--- src/design/hrt_pkg.sv ---
`default_nettype none
package hrt_pkg;

  localparam logic [7:0] CH_SPACE = 8'h20;
  localparam logic [7:0] CH_CR    = 8'h0D;
  localparam logic [7:0] CH_LF    = 8'h0A;
  localparam logic [7:0] CH_COLON = 8'h3A;
  localparam logic [7:0] CH_ZERO  = 8'h30;
  localparam logic [7:0] CH_NINE  = 8'h39;

  localparam int unsigned CODE_W = 10;
  localparam logic [CODE_W-1:0] CODE_MAX = 10'd999;

  localparam logic [2:0] PH_VERSION = 3'd0;
  localparam logic [2:0] PH_CODE    = 3'd1;
  localparam logic [2:0] PH_TEXT    = 3'd2;
  localparam logic [2:0] PH_HNAME   = 3'd3;
  localparam logic [2:0] PH_HSPACE  = 3'd4;
  localparam logic [2:0] PH_HVALUE  = 3'd5;
  localparam logic [2:0] PH_SEP     = 3'd6;
  localparam logic [2:0] PH_BODY    = 3'd7;

  localparam logic [2:0] K_DROP    = 3'd0;
  localparam logic [2:0] K_VERSION = 3'd1;
  localparam logic [2:0] K_CODE    = 3'd2;
  localparam logic [2:0] K_TEXT    = 3'd3;
  localparam logic [2:0] K_HNAME   = 3'd4;
  localparam logic [2:0] K_HVALUE  = 3'd5;
  localparam logic [2:0] K_BODY    = 3'd6;

  localparam logic [2:0] E_NONE    = 3'd0;
  localparam logic [2:0] E_VERSION = 3'd1;
  localparam logic [2:0] E_CODE    = 3'd2;
  localparam logic [2:0] E_TEXT    = 3'd3;
  localparam logic [2:0] E_HNAME   = 3'd4;
  localparam logic [2:0] E_HVALUE  = 3'd5;

  localparam int unsigned OUT_DATA_W = 32;

  typedef struct packed {
    logic [2:0]        phase;
    logic [CODE_W-1:0] code;
    logic              seen;
    logic              stopped;
  } parse_state_t;

  typedef struct packed {
    logic [2:0]        byte_kind;
    logic [7:0]        byte_out;
    logic              field_end;
    logic [2:0]        ended_kind;
    logic [CODE_W-1:0] status_code;
    logic              code_error;
    logic [2:0]        phase;
  } token_t;

endpackage
`default_nettype wire

--- src/design/http_response_tokenizer_top.sv ---
`default_nettype none
// HTTP/1.1 response tokenizer. One response byte per input word, one tagged word out
// per byte, in order. Throughput is one byte per clock while the output is taken; the
// path is an input register, then a result register, with the parse state updated as
// a byte moves into the result register. in_tready drops only while the result register
// is full and out_tready is low. The parser moves from the version phase to the body,
// cycling through the header phases, and returns to version only through reset.
module http_response_tokenizer_top (
  input  wire logic        clk,
  input  wire logic        rst_n,
  input  wire logic        in_tvalid,
  output logic             in_tready,
  input  wire logic [7:0]  in_tdata,   // [7:0] data_byte
  output logic             out_tvalid,
  input  wire logic        out_tready,
  output logic [hrt_pkg::OUT_DATA_W-1:0] out_tdata,
                                       // [7:0] byte_out, [8] field_end, [11:9] ended_kind,
                                       // [21:12] status_code, [22] code_error,
                                       // [25:23] phase, [31:26] zero
  output logic [2:0]       out_tuser   // [2:0] byte_kind
);

  logic                  in_vld_r;
  logic [7:0]            in_byte_r;
  logic                  out_vld_r;
  hrt_pkg::token_t       tok_r;
  hrt_pkg::token_t       tok_nxt;
  hrt_pkg::parse_state_t st_r;
  hrt_pkg::parse_state_t st_nxt;
  logic                  out_free;
  logic                  advance;

  assign out_free  = !out_vld_r || out_tready;
  assign advance   = in_vld_r && out_free;
  assign in_tready = !in_vld_r || out_free;

  hrt_step u_step (
    .data_byte (in_byte_r),
    .st        (st_r),
    .st_nxt    (st_nxt),
    .tok       (tok_nxt)
  );

  always_ff @(posedge clk) begin
    if (!rst_n) begin
      in_vld_r   <= 1'b0;
      out_vld_r  <= 1'b0;
      st_r       <= '0;
    end else begin
      if (in_tready) begin
        in_vld_r <= in_tvalid;
      end
      if (out_free) begin
        out_vld_r <= in_vld_r;
      end
      if (advance) begin
        st_r <= st_nxt;
      end
    end
  end

  always_ff @(posedge clk) begin
    if (in_tready && in_tvalid) begin
      in_byte_r <= in_tdata;
    end
    if (advance) begin
      tok_r <= tok_nxt;
    end
  end

  assign out_tvalid = out_vld_r;
  assign out_tuser  = tok_r.byte_kind;
  assign out_tdata  = {6'd0, tok_r.phase, tok_r.code_error, tok_r.status_code,
                       tok_r.ended_kind, tok_r.field_end, tok_r.byte_out};

endmodule
`default_nettype wire

--- src/design/hrt_step.sv ---
`default_nettype none
module hrt_step (
  input  wire logic [7:0]          data_byte,
  input  wire hrt_pkg::parse_state_t st,
  output hrt_pkg::parse_state_t    st_nxt,
  output hrt_pkg::token_t          tok
);

  logic [2:0]  kind;
  logic [2:0]  ended;
  logic [2:0]  ph;
  logic        is_digit;
  logic [13:0] acc_mul;
  logic [13:0] acc_sum;

  assign is_digit = (data_byte >= hrt_pkg::CH_ZERO) && (data_byte <= hrt_pkg::CH_NINE);
  assign acc_mul  = {1'b0, st.code, 3'b000} + {3'b000, st.code, 1'b0};
  assign acc_sum  = acc_mul + {10'd0, data_byte[3:0]};

  always_comb begin
    kind   = hrt_pkg::K_DROP;
    ended  = hrt_pkg::E_NONE;
    ph     = st.phase;
    st_nxt = st;
    unique case (st.phase)
      hrt_pkg::PH_VERSION: begin
        if (data_byte == hrt_pkg::CH_SPACE) begin
          ended = hrt_pkg::E_VERSION;
          ph    = hrt_pkg::PH_CODE;
        end else begin
          kind = hrt_pkg::K_VERSION;
        end
      end
      hrt_pkg::PH_CODE: begin
        if (data_byte == hrt_pkg::CH_SPACE) begin
          ended = hrt_pkg::E_CODE;
          ph    = hrt_pkg::PH_TEXT;
        end else begin
          kind = hrt_pkg::K_CODE;
          if (is_digit) begin
            if (!st.stopped) begin
              st_nxt.code = (acc_sum > {4'd0, hrt_pkg::CODE_MAX}) ?
                            hrt_pkg::CODE_MAX : acc_sum[hrt_pkg::CODE_W-1:0];
              st_nxt.seen = 1'b1;
            end
          end else begin
            st_nxt.stopped = 1'b1;
          end
        end
      end
      hrt_pkg::PH_TEXT: begin
        if (data_byte == hrt_pkg::CH_LF) begin
          ended = hrt_pkg::E_TEXT;
          ph    = hrt_pkg::PH_HNAME;
        end else if (data_byte != hrt_pkg::CH_CR) begin
          kind = hrt_pkg::K_TEXT;
        end
      end
      hrt_pkg::PH_HNAME: begin
        if (data_byte == hrt_pkg::CH_CR) begin
          ph = hrt_pkg::PH_SEP;
        end else if (data_byte == hrt_pkg::CH_COLON) begin
          ended = hrt_pkg::E_HNAME;
          ph    = hrt_pkg::PH_HSPACE;
        end else begin
          kind = hrt_pkg::K_HNAME;
        end
      end
      hrt_pkg::PH_HSPACE: begin
        if (data_byte == hrt_pkg::CH_SPACE) begin
          ph = hrt_pkg::PH_HVALUE;
        end
      end
      hrt_pkg::PH_HVALUE: begin
        if (data_byte == hrt_pkg::CH_LF) begin
          ended = hrt_pkg::E_HVALUE;
          ph    = hrt_pkg::PH_HNAME;
        end else if (data_byte != hrt_pkg::CH_CR) begin
          kind = hrt_pkg::K_HVALUE;
        end
      end
      hrt_pkg::PH_SEP: begin
        if (data_byte == hrt_pkg::CH_LF) begin
          ph = hrt_pkg::PH_BODY;
        end
      end
      default: begin
        kind = hrt_pkg::K_BODY;
      end
    endcase
    st_nxt.phase = ph;
  end

  assign tok.byte_kind   = kind;
  assign tok.byte_out    = data_byte;
  assign tok.field_end   = (ended != hrt_pkg::E_NONE);
  assign tok.ended_kind  = ended;
  assign tok.status_code = st_nxt.code;
  assign tok.code_error  = (ph >= hrt_pkg::PH_TEXT) && !st_nxt.seen;
  assign tok.phase       = ph;

endmodule
`default_nettype wire

--- config.mk ---
export PLATFORM = sky130hd
export DESIGN_NAME = http_response_tokenizer_top
export DESIGN_NICKNAME = d
export VERILOG_FILES = /design/src/design/hrt_pkg.sv /design/src/design/http_response_tokenizer_top.sv /design/src/design/hrt_step.sv
export SDC_FILE = /design/constraint.sdc
export NUM_CORES = 1
export LEC_CHECK = 0
export ABC_AREA = 1
export BUFFER_PORTS_ARGS = -buffer_cell sky130_fd_sc_hd__buf_2
export CORE_MARGIN = 2
export CORE_UTILIZATION = 50
export DETAILED_ROUTE_END_ITERATION = 10
export GPL_TIMING_DRIVEN = 0
export PLACE_DENSITY = 0.72
export SYNTH_ARGS = -nofsm -noshare
export SYNTH_HDL_FRONTEND = slang
export SYNTH_SLANG_ARGS = --single-unit
--- constraint.sdc ---
create_clock -name clk -period 8.2 [get_ports clk]
set_input_delay 0.82 -clock clk [delete_from_list [all_inputs] [get_ports clk]]
set_output_delay 0.82 -clock clk [all_outputs]
set_load 0.05 [all_outputs]
Yosys cells after proc, flatten, opt, wreduce, memory -nomap -nowiden
Index checks and enable logic that the tools add are counted.

Output and inout bits: 37. Bits in registers: 54. Word-level logic and storage cells: 77. Input port bits: 12.

Mux-type cells: 30. Add/subtract/negate cells: 2. $lt $le $gt $ge: 4. Equal/unequal tests: 11. Reduce and logical (&&, ||, !) cells: 14. Bitwise logic cells: 2.

Operators with widths (count): $mux W3 (15); $pmux W3 S6 (2); $mux W12 (2); $mux W11 (2); $eq A8 B4 Y1 const B (2); $eq A8 B6 Y1 const B (2); $pmux W3 S5 (1); $add A13 B11 Y14 (1); $add A14 B4 Y14 (1); $gt A14 B10 Y1 const B (1); $mux W10 (1); $eq A3 B3 Y1 const B (3); $ge A8 B6 Y1 const B (1); $le A8 B6 Y1 const B (1); $mux W2 (4); $ne A8 B4 Y1 const B (1); $eq A3 B2 Y1 const B (2); $logic_and A1 B1 Y1 (4); $reduce_and A4 Y1 (1); $reduce_or A2 Y1 (2); $eq A3 B1 Y1 const B (1); $ge A3 B2 Y1 const B (1); $logic_not A1 Y1 (3); $logic_not A3 Y1 (1); 4 further kinds (8).

Longest topological paths before layout
Depth after elaboration: 10. Depth in mapped cells: 16. Gate-level depth less buffers: 16.

By module
From an unflattened synthesis, not the netlist that was laid out.

Cells, all modules: 451. Area total of the unflattened synthesis: 3674.8 sq um.

Modules (own cells, without submodules): http_response_tokenizer_top (times used 1, area each 2037.0 sq um, cells an instance 155, sequential area each 1451.4 sq um); hrt_step (times used 1, area each 1637.8 sq um, cells an instance 296, sequential area each 0.0 sq um).

Worst setup path before layout
No wires, ideal clock.

Kind: input to register. Start point: input port out_tready. End point: register tok_r, in the netlist out_tdata[0], enable pin. Required time: 7.795 ns. Setup time: 0.405 ns. Path buffers: 1. Stages on the path: 5. Setup slack: 5.582 ns. Data arrival time: 2.213 ns. Cell sequence: inv_1 -> nand2_1 -> nand2_1 -> inv_1 -> clkbuf_1.

Longest elaborated chain between the ends: 2.

RTL lines: start: declaration (RTL line http_response_tokenizer_top.sv:15) `input wire logic out_tready,`; $logic_or A1 B1 Y1 (RTL line http_response_tokenizer_top.sv:33) `assign out_free = !out_vld_r || out_tready;`; $logic_and A1 B1 Y1 (RTL line http_response_tokenizer_top.sv:34) `assign advance = in_vld_r && out_free;`; via advance (RTL line http_response_tokenizer_top.sv:31) `logic advance;`; end signal: assignment (RTL line http_response_tokenizer_top.sv:67) `tok_r <= tok_nxt;`; end: declaration (RTL line http_response_tokenizer_top.sv:26) `hrt_pkg::token_t tok_r;`.

The timed path passes the listed nets, and every way through them passes these cells. A chain may end at the register's enable or synchronous reset.

==> impl_metrics.py <==
metrics = {
    "cts": {
        "numCtsBuffers": 5,
        "worstSkewPairLatency_ns": 0.31,
        "cts.sink_count": 54,
        "clk_root_buffer_cell": "clkbuf_8",
        "ctsHoldBuffers": 0,
        "clkTransAtPathRegs_ns": 0.09,
        "cts_setup_buffers": 0,
        "cts_resized": 0,
        "cts_max_path_buffers": 2,
        "cts_tree": "yes",
        "htree_levels": 2,
    },
    "power": {
        "power_density_nw_per_um2": 169.2,
        "power.switching_uw": 180.4,
        "swShare_pct": 30.47,
        "combPwrFrac_pct": 21.4,
        "power.leakage_uw": 0.001751,
        "ir_worst_vdd_v": 0.0001348,
        "p_clk_share_pct": 24.8,
        "p_int_uw": 411.7,
        "p_seq_share_pct": 53.8,
    },
    "synth": {
        "synth-edff-count": 37,
        "ys_ff_latch": 54,
        "yosys.area.top_type": "edfxtp_1",
        "synth_most_common_cell": "nand2_1",
        "synthTopCellsByArea": "edfxtp_1 (36%), dfxtp_1 (11%), nand2_1 (10%)",
        "synthCells": 362,
        "synth.yosys.warnings": 0,
        "ys_types": 36,
        "ys_async_sr_fraction_pct": 0,
        "ys.flop_type": "edfxtp_1",
        "synth_top_area_share_pct": 35.95,
        "yosys-top-cells-count": "nand2_1 (84), inv_1 (56), edfxtp_1 (37)",
        "seq_area_frac_synth_pct": 46.96,
        "avgSynthCellArea_um2": 8.537,
        "synthesis.area_um2": 3090,
    },
    "worst_setup_path": {
        "slowest_delay_ns": 0.56,
        "critical_path.endpoint_type": "flip-flop",
        "crit_path_max_fanout": 10,
        "ff2ff_setup_slack_ns": 5.30,
        "r2r-end": "out_tdata[17]",
        "cpMostUsedCell": "nand2_1",
        "r2r_cells": 14,
        "path_cells": "fa_1, fa_1, nand2_1, nand2_1, nand3_1, nand2_1, nand2_1, nand2_1, inv_1, nand3_4, nor2_8, nand2_1, nand2_1, inv_1",
        "cp-start-kind": "flip-flop",
        "slowest_stage": "fa_1",
        "startpoint": "in_byte_r[3]",
        "crit_arrival_ns": 2.98,
        "required_ns": 8.27,
        "reg2reg_from": "in_byte_r[3]",
        "crit_type": "reg2reg",
    },
    "sta": {
        "period_share_pct": 35.38,
        "clock_skew_ns": 0.005426,
        "hold_viol": 0,
        "tightest_slew_ns": 0.8785,
        "rsz0062_at_grt": "no",
        "fin_crit_ns": 2.901,
        "max_freq_mhz": 344.7,
        "worst_slack_ns": 5.299,
        "slew_violations": 0,
        "relSlewSlack_pct": 41.43,
        "final.setup.tns_ns": 0,
        "finalSetupViolCount": 0,
    },
    "place": {
        "dp_hpwl_um": 4471,
        "port-buffer-count": 41,
        "place_inst": 483,
        "dp_worst_setup_slack_ns": 5.288,
        "routabilityCongestion": 0.8690,
    },
    "drt": {
        "vias_per_cell": 4.931,
        "first_pass_iters": 6,
        "num_vias": 2421,
        "routed_wirelength_um": 5811,
        "antenna_left": 0,
        "drt_iter0_drc": 204,
        "routedWlPerCell_um": 11.84,
        "drc": 0,
    },
    "cells_and_area": {
        "area_delta_synth_final_pct": 13.24,
        "drive_gt1_share_pct": 21.15,
        "nets": 448,
        "diodes": 0,
        "final_cells": 491,
    },
    "min_path": {
        "hp-class": "reg2reg",
        "min_from": "in_byte_r[4]",
        "hold_depth": 0,
        "min_to": "out_tdata[4]",
    },
    "grt": {
        "gr-total-overflow": 0,
        "grt_pass1_wl_um": 9846,
        "grt_pass1_vias": 2133,
        "grt_max_degree": 39,
        "antenna_found_initial": 0,
        "track_usage_pct": 19.14,
    },
    "floorplanning": {
        "initial_core_util_pct": 51.89,
        "die_h_um": 82.62,
        "die-area_um2": 6826,
        "num_rows": 28,
        "ios": 49,
        "fp.dieW_um": 82.62,
        "core_um2": 5956,
    },
    "flow_run": {
        "cap_violations": 0,
    },
    "status": {
        "status": "finished, final reports clean",
    },
}
-- sequential cells by signal, indices dropped and copies added (netlist names) --
name	cells
st_r	15
out_tuser	3
out_tdata	26
out_tvalid	1
in_vld_r	1
in_byte_r	8
-- power by group through the flow --
stage	combinational [µW]	clock (µW)	sequential, µW
3_3_place_gp	125	0	325
4_1_cts	128	150	319
2_1_floorplan	76.0	0	350
5_1_grt	143	159	321
6_report	127	147	319
3_5_place_dp	127	0	325
-- cell type report --
type	instances	area, µm²
clock buffer	6	82.58
sequential	54	1451
clock inverter	2	7.507
multi-input combinational	244	1368
buffer	9	65.06
timing repair buffer	41	205.2
inverter	60	226.5
tap	75	93.84
fill	575	2456
-- cell usage in the layout, fill, tap and decap left out, types with 2 or more instances in the layout --
cell,count
nor2_1,31
clkinv_1,2
clkbuf_8,6
nor3_1,4
o21ai_1,2
inv_2,3
a21oi_1,18
nand4_1,3
nor2_2,3
buf_2,41
buf_4,6
nand3_1,23
ha_1,19
or2_2,7
o21bai_1,2
nand3_2,4
edfxtp_1,37
dfxtp_1,17
o21ai_0,15
nand2_1,84
fa_1,2
conb_1,6
inv_1,56
nor2_4,2
nand2_2,8
-- worst max-delay path: cells and delay by family (launching register included) --
family                   cells  cell delay (ns)
AND/OR/NAND/NOR             10             0.98
adder cells (fa/ha/maj)      2             1.04
flip-flops                   1             0.50
buffers and inverters        2             0.13
-- stage by stage --
step                      hold slack, ns  util [%]  power [µW]  cell area (µm²)
after global routing              0.4628     58.76       622.6             3500
after global placement            0.4348     57.23       449.2             3408
after CTS                         0.4598     58.76       596.4             3500
final                             0.4593     58.76       592.1             3500
after floorplan                   0.4264         -       425.7             3109
after detailed placement          0.4388     57.25       452.0             3410
-- cell families after synthesis --
group / share of synthesized area, %
buffers and inverters: 9.392
flip-flops: 46.96
AO/OA/AOI/OAI: 6.964
other: 0.1213
AND/OR/NAND/NOR: 27.57
adder cells (fa/ha/maj): 8.988
-- worst max-delay path by stage --
stage,to,cells after the start
2_1_floorplan,out_tdata[0],5
3_3_place_gp,out_tdata[14],6
3_5_place_dp,out_tdata[17],14
4_1_cts,out_tdata[12],14
5_1_grt,out_tdata[17],14
6_report,out_tdata[17],14
-- routing by layer --
layer  global-route usage [%]  share of wire [%]  vias up
met5                        0                  0        -
met4                    4.918                1.2        0
met3                    3.913                3.9        8
met2                    29.44                 45       46
met1                    27.67                 50     1099
li1                         -                  -     1268
Power figures use the tool's default switching activity.
